<file path="src/design/echo_median_distance_filter_defines.svh">
// Assertion helpers used by the filter top-level RTL
`ifndef ECHO_MEDIAN_DISTANCE_FILTER_DEFINES_SVH
`define ECHO_MEDIAN_DISTANCE_FILTER_DEFINES_SVH

// Same-cycle implication, checked out of reset
`define EMDF_ASSERT_NOW(label, ante, cons, msg) \
    label: assert property (@(posedge aclk) disable iff (!aresetn) (ante) |-> (cons)) \
        else $error(msg);

// Next-cycle implication, checked out of reset
`define EMDF_ASSERT_NEXT(label, ante, cons, msg) \
    label: assert property (@(posedge aclk) disable iff (!aresetn) (ante) |=> (cons)) \
        else $error(msg);

`endif

</file>
<file path="src/design/emdf_pkg.sv">
package emdf_pkg;

    // Set size and derived widths
    localparam int SAMPLES = 15;
    localparam int IDX_W   = $clog2(SAMPLES);
    localparam int MID_IDX = SAMPLES / 2;

    // Field widths
    localparam int ECHO_W = 16;
    localparam int DIST_W = 11;
    localparam int TDATA_IN_W  = 16;
    localparam int TDATA_OUT_W = 16;

    // Divide by 58 as multiply by ceil(2^22 / 58), exact for 16-bit inputs
    localparam int RECIP_W     = 17;
    localparam int RECIP_SHIFT = 22;
    localparam int PROD_W      = ECHO_W + RECIP_W;
    localparam logic [RECIP_W-1:0] RECIP_M = RECIP_W'(((1 << RECIP_SHIFT) + 57) / 58);

    localparam logic [DIST_W-1:0] NEAR_LIMIT_RST = DIST_W'(6);
    localparam logic [IDX_W-1:0]  LAST_IDX       = IDX_W'(SAMPLES - 1);

    // Top-level sequencer states
    typedef enum logic [1:0] {
        ST_IDLE,
        ST_INSERT,
        ST_EMIT
    } state_t;

    // Command into the insertion unit
    typedef struct packed {
        logic             start;
        logic [IDX_W-1:0] pos;
    } ins_cmd_t;

    // Status from the insertion unit
    typedef struct packed {
        logic done;
    } ins_stat_t;

endpackage

</file>
<file path="src/design/echo_median_distance_filter.sv">
// Each accepted item is inserted by the single compare-and-shift insertion unit, which walks
// from n (items already in the set) down to the sorted slot k where the new value lands;
// no new item is taken until the insertion is done. The last item of a set then passes
// through the emit state, which loads the result register and raises m_tvalid.
// Reset (aresetn low, synchronous): set count cleared, near limit back to 6, no result pending.
module echo_median_distance_filter import emdf_pkg::*; (
    input  logic                   aclk,
    input  logic                   aresetn,
    input  logic                   s_tvalid,
    output logic                   s_tready,
    input  logic [TDATA_IN_W-1:0]  s_tdata,   // [15:0] echo_us
    output logic                   m_tvalid,
    input  logic                   m_tready,
    output logic [TDATA_OUT_W-1:0] m_tdata,   // [10:0] distance_cm, [15:11] zero
    input  logic                   cfg_we,
    input  logic [DIST_W-1:0]      cfg_wdata  // near_limit_cm
);

`include "echo_median_distance_filter_defines.svh"

    state_t            state_reg, state_next;
    logic [IDX_W-1:0]  cnt_reg, cnt_next;
    logic [DIST_W-1:0] near_reg;
    logic              m_valid_reg, m_valid_next;
    logic [DIST_W-1:0] dist_reg, dist_next;

    logic              in_acc;
    logic [DIST_W-1:0] key_cm;
    logic [DIST_W-1:0] min_cm;
    logic [DIST_W-1:0] mid_cm;
    ins_cmd_t          ins_cmd;
    ins_stat_t         ins_stat;

    // Hold off the closing item of a set while the previous result is unread
    assign s_tready = (state_reg == ST_IDLE) && !(m_valid_reg && (cnt_reg == LAST_IDX));
    assign in_acc   = s_tvalid && s_tready;

    assign ins_cmd.start = in_acc;
    assign ins_cmd.pos   = cnt_reg;

    emdf_div58 u_div (
        .aclk    (aclk),
        .load    (in_acc),
        .echo_us (s_tdata[ECHO_W-1:0]),
        .quot_cm (key_cm)
    );

    emdf_ins u_ins (
        .aclk    (aclk),
        .aresetn (aresetn),
        .cmd     (ins_cmd),
        .key     (key_cm),
        .stat    (ins_stat),
        .min_cm  (min_cm),
        .mid_cm  (mid_cm)
    );

    // Sequencer and result register
    always_comb begin
        state_next   = state_reg;
        cnt_next     = cnt_reg;
        m_valid_next = m_valid_reg;
        dist_next    = dist_reg;
        if (m_valid_reg && m_tready) begin
            m_valid_next = 1'b0;
        end
        unique case (state_reg)
            ST_IDLE: begin
                if (in_acc) begin
                    state_next = ST_INSERT;
                end
            end
            ST_INSERT: begin
                if (ins_stat.done) begin
                    if (cnt_reg == LAST_IDX) begin
                        state_next = ST_EMIT;
                    end else begin
                        cnt_next   = cnt_reg + IDX_W'(1);
                        state_next = ST_IDLE;
                    end
                end
            end
            ST_EMIT: begin
                // guarded minimum wins over the median
                dist_next    = (min_cm < near_reg) ? min_cm : mid_cm;
                m_valid_next = 1'b1;
                cnt_next     = '0;
                state_next   = ST_IDLE;
            end
            default: begin
                state_next = ST_IDLE;
            end
        endcase
    end

    always_ff @(posedge aclk) begin
        if (!aresetn) begin
            state_reg   <= ST_IDLE;
            cnt_reg     <= '0;
            m_valid_reg <= 1'b0;
            near_reg    <= NEAR_LIMIT_RST;
        end else begin
            state_reg   <= state_next;
            cnt_reg     <= cnt_next;
            m_valid_reg <= m_valid_next;
            if (cfg_we) begin
                near_reg <= cfg_wdata;
            end
        end
    end

    always_ff @(posedge aclk) begin
        dist_reg <= dist_next;
    end

    assign m_tvalid = m_valid_reg;
    assign m_tdata  = TDATA_OUT_W'(dist_reg);

    `EMDF_ASSERT_NEXT(a_acc_starts_insert, in_acc, state_reg == ST_INSERT,
        "accepted item did not start insertion")
    `EMDF_ASSERT_NOW(a_cnt_in_range, 1'b1, cnt_reg <= LAST_IDX,
        "set count beyond set size")
    `EMDF_ASSERT_NOW(a_emit_slot_free, state_reg == ST_EMIT, !m_valid_reg,
        "result loaded over an unread result")
    `EMDF_ASSERT_NOW(a_done_in_insert, ins_stat.done, state_reg == ST_INSERT,
        "insertion finished outside insert state")

endmodule

</file>
<file path="src/design/emdf_div58.sv">
module emdf_div58 import emdf_pkg::*; (
    input  logic              aclk,
    input  logic              load,
    input  logic [ECHO_W-1:0] echo_us,
    output logic [DIST_W-1:0] quot_cm
);

    logic [PROD_W-1:0] prod_reg;
    logic [PROD_W-1:0] prod_next;

    // Reciprocal multiply, registered before use
    assign prod_next = PROD_W'(echo_us) * PROD_W'(RECIP_M);

    always_ff @(posedge aclk) begin
        if (load) begin
            prod_reg <= prod_next;
        end
    end

    assign quot_cm = prod_reg[RECIP_SHIFT +: DIST_W];

endmodule

</file>
<file path="src/design/emdf_ins.sv">
module emdf_ins import emdf_pkg::*; (
    input  logic              aclk,
    input  logic              aresetn,
    input  ins_cmd_t          cmd,
    input  logic [DIST_W-1:0] key,
    output ins_stat_t         stat,
    output logic [DIST_W-1:0] min_cm,
    output logic [DIST_W-1:0] mid_cm
);

    // Sorted store, ascending; entries past the fill point are don't-care
    logic [DIST_W-1:0] store_reg [SAMPLES];
    logic              active_reg, active_next;
    logic [IDX_W-1:0]  pos_reg, pos_next;

    logic [IDX_W-1:0]  rd_idx;
    logic [DIST_W-1:0] prev;
    logic              place;
    logic [DIST_W-1:0] wr_data;

    // One compare per cycle: shift the larger neighbor up or drop the key in
    assign rd_idx  = (pos_reg == '0) ? '0 : pos_reg - IDX_W'(1);
    assign prev    = store_reg[rd_idx];
    assign place   = (pos_reg == '0) || (prev <= key);
    assign wr_data = place ? key : prev;

    always_comb begin
        active_next = active_reg;
        pos_next    = pos_reg;
        if (cmd.start) begin
            active_next = 1'b1;
            pos_next    = cmd.pos;
        end else if (active_reg) begin
            if (place) begin
                active_next = 1'b0;
            end else begin
                pos_next = rd_idx;
            end
        end
    end

    always_ff @(posedge aclk) begin
        if (!aresetn) begin
            active_reg <= 1'b0;
        end else begin
            active_reg <= active_next;
        end
    end

    always_ff @(posedge aclk) begin
        pos_reg <= pos_next;
        if (active_reg) begin
            store_reg[pos_reg] <= wr_data;
        end
    end

    assign stat.done = active_reg && place;
    assign min_cm    = store_reg[0];
    assign mid_cm    = store_reg[MID_IDX];

endmodule
</file>
<file path="config.mk">
export PLATFORM = sky130hd
export DESIGN_NAME = echo_median_distance_filter
export DESIGN_NICKNAME = d
export VERILOG_FILES = /design/src/design/emdf_pkg.sv /design/src/design/echo_median_distance_filter.sv /design/src/design/emdf_div58.sv /design/src/design/emdf_ins.sv
export VERILOG_INCLUDE_DIRS = /design/src /design/src/design
export SDC_FILE = /design/constraint.sdc
export NUM_CORES = 1
export LEC_CHECK = 0
export BUFFER_PORTS_ARGS = -buffer_cell sky130_fd_sc_hd__buf_2
export CAP_MARGIN = 20
export CORE_UTILIZATION = 25
export DETAILED_ROUTE_END_ITERATION = 8
export PLACE_DENSITY = 0.48
export REMOVE_ABC_BUFFERS = 1
export SLEW_MARGIN = 20
export SYNTH_ARGS = -nofsm -noshare
export SYNTH_HDL_FRONTEND = slang
export SYNTH_HIERARCHICAL = 1
export SYNTH_SLANG_ARGS = --single-unit
</file>
<file path="constraint.sdc">
create_clock -name aclk -period 7.2 [get_ports aclk]
set_input_delay 0.36 -clock aclk [delete_from_list [all_inputs] [get_ports aclk]]
set_output_delay 0.36 -clock aclk [all_outputs]
set_load 0.02 [all_outputs]
</file>
==> results of run 1 <==
-- metrics by stage --
step           cell area [µm²]  total power, mW
5_1_grt                  16700             8.12
2_1_floorplan            14400             4.92
4_1_cts                  16600             7.54
6_report                 16700             7.48
3_5_place_dp             15800             6.26
3_3_place_gp             15800             6.23
-- cell usage after synthesis (8+ instances only) --
master,instances
edfxtp_1,191
buf_4,19
dfxtp_1,19
o31ai_1,14
nand2b_1,20
nor2_1,47
clkbuf_1,10
mux2i_1,25
nor2b_1,39
a32oi_1,9
nor3_1,13
and2_1,20
nand3_1,9
nand2_1,46
o21ai_0,33
a221oi_1,9
fa_1,83
a21oi_1,55
a21o_1,17
o211a_1,9
a211oi_1,12
o22ai_1,13
a31oi_1,10
ha_1,143
o221ai_1,12
inv_1,175
buf_2,20
xor2_1,11
o211ai_2,11
o21a_1,10
xnor2_1,8
o2111ai_1,11
-- worst max path at each step --
stage,end,slack (ns),cells past startpoint
finish,cnt_reg[3],1.93,16
global route,cnt_reg[2],1.57,16
CTS,cnt_reg[3],1.96,16
detailed placement,u_div/prod_reg[32],1.49,19
global placement,u_div/prod_reg[32],1.54,19
floorplan,u_div/prod_reg[27],1.95,18
-- layer usage --
layer | share of wire (%) | wire [µm]
met2 | 48 | 18600
met3 | 3.8 | 1480
met4 | 1.6 | 641
met5 | 0 | 0
met1 | 47 | 18300
-- worst register-to-register path: cells and delay by family (launching register included) --
kind / cells / cell delay (ns)
compound gates: 5 / 1.17
xor+xnor: 1 / 0.15
fa+ha+maj: 1 / 0.26
buf+inv: 1 / 0.49
flops: 1 / 0.72
simple gates: 8 / 2.38
-- kinds of logic after synthesis --
logic type	after synthesis	synth area share (%)
buffers and inverters	236	7.12
other	1	0.0254
adder cells (fa/ha/maj)	226	23.4
AO/OA/AOI/OAI	302	16.0
multiplexers	32	2.30
flip-flops	210	41.4
XOR/XNOR	19	1.13
AND/OR/NAND/NOR	236	8.61
-- power groups by stage --
stage                     clock [mW]  combinational [mW]  sequential (mW)
after detailed placement           0                4.28             1.98
after floorplan                    0                2.90             2.02
after CTS                       1.27                4.32             1.95
final                           1.24                4.29             1.95
after global routing            1.32                4.85             1.96
after global placement             0                4.26             1.98
-- cell type report --
class | count | area share (%)
well taps | 765 | 5.74
flip-flops and latches | 210 | 36.7
inverters | 178 | 4.01
repair buffers | 72 | 2.66
clock buffers | 34 | 4.32
multi-input cells | 820 | 46.1
clock inverters | 8 | 0.540
==> metrics.md, run 1 <==
| Metric | Value |
|---|---|
| Outcome | `completed` |
| Seq/Total Area, Yosys | `about two fifths` |
| Max reg flops | `between 150 and 200` |
| Final wirelength | `between 30 and 40 mm` |
| Fillers | `around 6,000` |
| Synth area leaders | `edfxtp_1, ha_1, fa_1` |
| GR Layer Usage met2 | `22.0%` |
| Max stage delay on crit path | `~0.72 ns` |
| Reg2reg path depth | `16` |
| DP HPWL | `about 29 mm` |
| Crit path cell chain | `buf_4 -> nand2b_1 -> o21ai_0 -> a221o_1 -> o21a_1 -> nor2_1 -> ha_1 -> a211oi_1 -> o21bai_1 -> or4_1 -> nand2_1 -> and2_1 -> nand3b_1 -> nor3_1 -> xnor2_1 -> nor2_1` |
| Pre-CTS setup slack | `approximately 1.5 ns` |
| Share of cells above drive strength 1 | `between 10% and 20%` |
| Setup Skew | `between 0.008 and 0.009 ns` |
| Max Slew Vio Count | `0` |
| Sequential Area | `between 6000 and 7000 µm²` |
| Hold Path Class | `input pin to flip-flop` |
| Post-CTS setup buffer count | `0` |
| Worst-margin pin slew | `approximately 0.9 ns` |
| GRT Max-Usage Layer | `met2` |
| Warnings from Yosys | `6` |
| Fmax | `190 MHz` |
| Flop pwr share | `about a quarter` |
| DIE WIDTH | `245 µm` |
| Critical path buffers and inverters | `1` |
| GRT Residual Overflow | `0` |
| Largest delay share family, worst path | `simple AND/OR/NAND/NOR gates` |
| Hold Slack | `~0.070 ns` |
| Initial antenna violation count | `0` |
| EDFF count, synth | `~190` |
| Fin nets | `~1,600` |
| Dpl cells | `2,045` |
| H-Tree Depth | `1` |
| Util after Layout | `approximately 29%` |
| Row cnt | `88` |
| Setup Viol. Count Final | `0` |
| Routed length per instance | `18.7 µm` |
| GRT Util Overall | `roughly an eighth` |
| Hold Path End | `near_reg[2]` |
| Vias | `9,905` |
| Final Non-Filler Cells | `roughly 2,100` |
| Syn Area/Cell | `~12 µm²` |
| Synthesis-to-layout area growth | `13.0%` |
| Sw power | `around 3.2 mW` |
| Tmin final | `between 5 and 6 ns` |
| Most common cell after layout, fill and taps aside | `edfxtp_1` |
| DRC Markers | `0` |
| Maximum VDD drop | `0.218 mV` |
| Final TNS setup | `0 ns` |
| Flops & latches, synth | `210` |
| Top_reg_cell synth | `edfxtp_1` |
| Core area | `58,000 µm²` |
| I/O Pins | `50` |
| Pwr dens | `~450 nW/µm²` |
| Crit path required time | `between 7 and 8 ns` |
| DIE AREA | `between 60,000 and 70,000 µm²` |
| Hold Path Stages | `3` |
| IO Port Bufs | `44` |
| Worst-path fanout max | `33` |
| Leakage | `between 6 and 7 nW` |
| First-pass GRT wire length | `61.2 mm` |
| Worst-Skew Late Latency | `roughly 0.52 ns` |
| Crit-path most repeated cell | `nor2_1` |
| Kind of start point of the critical path | `flip-flop` |
| Slowest-stage cell, CP | `edfxtp_1` |
| Area of the multi-input gates | `just under 8000 µm²` |
| Most frequent cells in the layout | `edfxtp_1, inv_1, ha_1, fa_1, a21oi_1` |
| Distinct cells, synth | `94` |
| Diode count | `0` |
| Final Cycle Share | `between 70 and 80%` |
| Worst setup EP type | `flip-flop` |
| Bufs on Longest Clock Path | `3` |
| Fraction of registers with async set/reset | `0%` |
| Num Clock Sinks | `210` |
| Syn Inst Count | `around 1,300` |
| Fin worst setup slack | `1.93 ns` |
| Initial Util | `25.4%` |
| Hold Startpoint | `cfg_wdata[2]` |
| TritonRoute pass-1 iters | `7` |
| Final GP Congestion | `between 0.8 and 0.9` |
| Yosys top cell area share | `38.8%` |
| Met1 usage | `about 18%` |
| Iter 0 DRT Violations | `about 670` |
| Largest net degree at the start of global routing | `72` |
| Sw frac | `43.4%` |
| TritonCTS Buffers | `24` |
| PostCTS Resize Cnt | `0` |
| Hold Fails Final Rpt | `0` |
| Clk root buf | `clkbuf_16` |
| Chip Height | `245 µm` |
| Reg-to-reg slack, setup | `between 1.5 and 2 ns` |
| Comb pwr share | `between 50% and 60%` |
| Crit Path Class | `flip-flop to flip-flop` |
| Mapped Area | `approximately 15,000 µm²` |
| Area leader, netlist | `edfxtp_1` |
| M3 GR Usage | `between 1 and 1.5%` |
| Worst R2R Start | `u_ins/pos_reg[0]` |
| Reg2Reg Capture Point | `cnt_reg[3]` |
| Clk pwr share | `between 10% and 20%` |
| Max-cap violations | `0` |
| Antenna-violating nets left | `0` |
| Critical path arrival | `5.68 ns` |
| CTS tree | `yes` |
| Reg clk slew, reported paths | `about 0.060 ns` |
| Pint | `between 4 and 5 mW` |
| RSZ-0062 raised after global routing | `false` |
| Vias in the first global route | `between 10,000 and 15,000` |
| Number of vias per cell | `around 4.7` |
| Worst Setup SP | `u_ins/pos_reg[0]` |
| Post-CTS Hold Fix Bufs | `0` |
| Relative slew margins | `between 40% and 50%` |
(Power assumes the default switching activity.)
==> run 2, diff against run 1 <==
Clock period 7.2 ns to 4.9 ns, I/O delays scaled along.
==> run 2 against run 1 <==
  * Non-clock buffer count increased by 143
  * Clock skew increased by 0.0081 ns
  * Combinational power increased by 100%
  * Sequential share of layout area decreased by 2.8 points
  * Register-to-register slack got worse by 1.6 ns
  * First-iteration DRC count decreased by 13%
  * Largest cell class unchanged
==> metrics.md, run 2 (synthesis gave the netlist of run 1 again) <==
| Metric | Value |
|---|---|
| Worst setup EP type | `flip-flop (unchanged)` |
| TritonRoute pass-1 iters | `5 (was 7)` |
| Final GP Congestion | `0.846 (was 0.848)` |
| Crit path cell chain | `buf_4 -> buf_4 -> fa_1 -> inv_1 -> fa_1 -> inv_1 -> fa_1 -> fa_2 -> fa_1 -> inv_1 -> fa_1 -> inv_2 -> ha_4 -> a21o_1 -> a21oi_1 -> o21ai_0 -> a311o_1 -> a211oi_2 -> o31ai_1 -> xor2_1 (was buf_4 -> nand2b_1 -> o21ai_0 -> a221o_1 -> o21a_1 -> nor2_1 -> ha_1 -> a211oi_1 -> o21bai_1 -> or4_1 -> nand2_1 -> and2_1 -> nand3b_1 -> nor3_1 -> xnor2_1 -> nor2_1)` |
| Most common cell after layout, fill and taps aside | `edfxtp_1 (unchanged)` |
| Tmin final | `around 4.7 ns` |
| Critical path buffers and inverters | `6 (was 1)` |
| DP HPWL | `31.1 mm (was 29.1 mm)` |
| Row cnt | `88 (unchanged)` |
| Largest delay share family, worst path | `adder cells (was simple AND/OR/NAND/NOR gates)` |
| Core area | `58,000 µm² (unchanged)` |
| H-Tree Depth | `1 (unchanged)` |
| Synthesis-to-layout area growth | `22.5% (was 13.0%)` |
| Finished Cell Area | `18,100 µm² (was 16,700 µm²)` |
| Clk root buf | `clkbuf_16 (unchanged)` |
| Reg clk slew, reported paths | `0.06 ns (about the same)` |
| Worst-path fanout max | `4 (was 33)` |
| Vias in the first global route | `10,900 (was 10,300)` |
| DRC Markers | `0 (unchanged)` |
| Max Slew Vio Count | `0 (unchanged)` |
| Iter 0 DRT Violations | `584 (was 671)` |
| Met2 wire len | `19.6 mm (was 18.6 mm)` |
| CTS tree | `yes (unchanged)` |
| Hold Path End | `m_tvalid (was near_reg[2])` |
| Reg2Reg Capture Point | `u_ins/store_reg[1][3] (was cnt_reg[3])` |
| Fmax | `211 MHz` |
| Sw power | `5.52 mW (was 3.25 mW)` |
| Final Cycle Share | `a little over nine tenths` |
| Crit-path most repeated cell | `fa_1 (was nor2_1)` |
| Sw frac | `41.7% (was 43.4%)` |
| Initial Util | `25.4% (unchanged)` |
| Slowest-stage cell, CP | `fa_1 (was edfxtp_1)` |
| Antenna-violating nets left | `0 (unchanged)` |
| Max stage delay on crit path | `0.51 ns (was 0.72 ns)` |
| Final wirelength | `40.5 mm (was 39.1 mm)` |
| Setup Skew | `0.0170 ns (was 0.00887 ns)` |
| Reg-to-reg slack, setup | `0.32 ns (was 1.93 ns)` |
| GRT Residual Overflow | `0 (unchanged)` |
| Kind of start point of the critical path | `input pin (was flip-flop)` |
| Comb pwr share | `65.1% (was 57.4%)` |
| Num Clock Sinks | `210 (unchanged)` |
| Worst-Skew Late Latency | `0.52 ns (about the same)` |
| Vias | `10,400 (was 9,905)` |
| Relative slew margins | `20.2% (was 41.6%)` |
| Fin nets | `1,707 (was 1,564)` |
| Max reg flops | `165 (unchanged)` |
| Flop pwr share | `21.6% (was 26.0%)` |
| Maximum VDD drop | `0.374 mV (was 0.218 mV)` |
| Hold Path Stages | `3 (unchanged)` |
| Top Metal Used | `met5 (was met4)` |
| Hold Path Class | `input pin to flip-flop (unchanged)` |
| Crit path required time | `5.15 ns (was 7.61 ns)` |
| Met3 wire length | `1.45 mm (was 1.48 mm)` |
| Diode count | `0 (unchanged)` |
| TritonCTS Buffers | `24 (unchanged)` |
| Most frequent cells in the layout | `edfxtp_1, inv_1, buf_4, ha_1, fa_1 (was edfxtp_1, inv_1, ha_1, fa_1, a21oi_1)` |
| First-pass GRT wire length | `63.1 mm (was 61.2 mm)` |
| Pwr dens | `733 nW/µm² (was 449 nW/µm²)` |
| Critical path arrival | `4.98 ns (was 5.68 ns)` |
| Reg2reg path depth | `14 (was 16)` |
| Crit Path Class | `input pin to flip-flop (was flip-flop to flip-flop)` |
| Leakage | `7.45 nW (was 6.72 nW)` |
| Setup Viol. Count Final | `0 (unchanged)` |
| Initial antenna violation count | `2 (was 0)` |
| Largest net degree at the start of global routing | `43 (was 72)` |
| Final TNS setup | `0 ns (unchanged)` |
| Met1 WL | `18.7 mm (was 18.3 mm)` |
| Worst R2R Start | `u_ins/pos_reg[0] (unchanged)` |
| Number of vias per cell | `4.67 (was 4.75)` |
| Share of cells above drive strength 1 | `22.8% (was 13.1%)` |
| Routed length per instance | `18.2 µm (was 18.7 µm)` |
| Clk pwr share | `13.3% (was 16.6%)` |
| DIE WIDTH | `245 µm (unchanged)` |
| IO Port Bufs | `44 (unchanged)` |
| Pwr Total | `13.3 mW (was 7.48 mW)` |
| Outcome | `completed (unchanged)` |
| Bufs on Longest Clock Path | `3 (unchanged)` |
| DIE AREA | `60,000 µm² (unchanged)` |
| Hold Startpoint | `m_tready (was cfg_wdata[2])` |
| I/O Pins | `50 (unchanged)` |
| Max-cap violations | `0 (unchanged)` |
| Chip Height | `245 µm (unchanged)` |
| GRT Util Overall | `13.4% (was 13.1%)` |
| Pint | `7.73 mW (was 4.24 mW)` |
| Hold Fails Final Rpt | `0 (unchanged)` |
| Post-place instance area | `16,800 µm² (was 15,800 µm²)` |
| Worst-margin pin slew | `1.19 ns (was 0.876 ns)` |
run 2: worst register-to-register path, delay by kind of cell, from the launching register on:
| kind | cells | cell delay, ns |
|---|---|---|
| adder cells (fa/ha/maj) | 1 | 0.31 |
| AO/OA/AOI/OAI | 5 | 1.82 |
| buffers and inverters | 4 | 0.84 |
| AND/OR/NAND/NOR | 4 | 0.69 |
| flip-flops | 1 | 0.55 |
run 2: metal layers:
| metal | global-route usage [%] | vias up |
|---|---|---|
| met4 | 2.89 | 2 |
| li1 | - | 4960 |
| met1 | 18.3 | 5222 |
| met5 | 0 | - |
| met2 | 23.1 | 193 |
| met3 | 1.20 | 48 |
run 2: worst max-delay path by stage:
stage / from / to / slack [ns] / cells after the start
2_1_floorplan: s_tdata[12] / u_div/prod_reg[27] / -0.23 / 18
3_3_place_gp: s_tdata[12] / u_div/prod_reg[27] / -0.56 / 19
3_5_place_dp: s_tdata[12] / u_div/prod_reg[30] / -0.60 / 20
4_1_cts: s_tdata[12] / u_div/prod_reg[31] / -0.02 / 20
5_1_grt: s_tdata[12] / u_div/prod_reg[27] / -0.009 / 20
6_report: s_tdata[12] / u_div/prod_reg[27] / 0.16 / 20
run 2: power by group through the flow:
stage | sequential (mW) | combinational [mW] | clock, mW
2_1_floorplan | 2.97 | 4.26 | 0
3_3_place_gp | 2.90 | 7.57 | 0
3_5_place_dp | 2.91 | 7.64 | 0
4_1_cts | 2.87 | 7.73 | 1.80
5_1_grt | 2.88 | 9.52 | 1.86
6_report | 2.86 | 8.63 | 1.76
run 2: timing repair:
item	4_1_cts	5_1_grt
hold endpoints to repair	11	0
buffers inserted	0	5
endpoints found under the setup margin	3	36
pin swaps	1	33
resized for setup	2	51
hold buffers	11	0
run 2: final cells by class:
type / instances / area, µm²
clock buffer: 29 / 651
sequential: 210 / 6120
clock inverter: 15 / 124
tap: 765 / 957
fill: 5873 / 39900
multi-input combinational: 820 / 7940
inverter: 178 / 668
timing repair buffer: 215 / 1630
run 2: stage by stage:
step                hold WS, ns  setup WS, ns  instances  utilization (%)
floorplan                 0.344        -0.232       1208                -
global route             0.0767      -0.00911       2232             31.2
global placement          0.470        -0.559       2172             29.0
finish                   0.0893         0.165       2232             31.2
CTS                      0.0573       -0.0172       2227             30.6
detailed placement        0.473        -0.597       2172             29.0
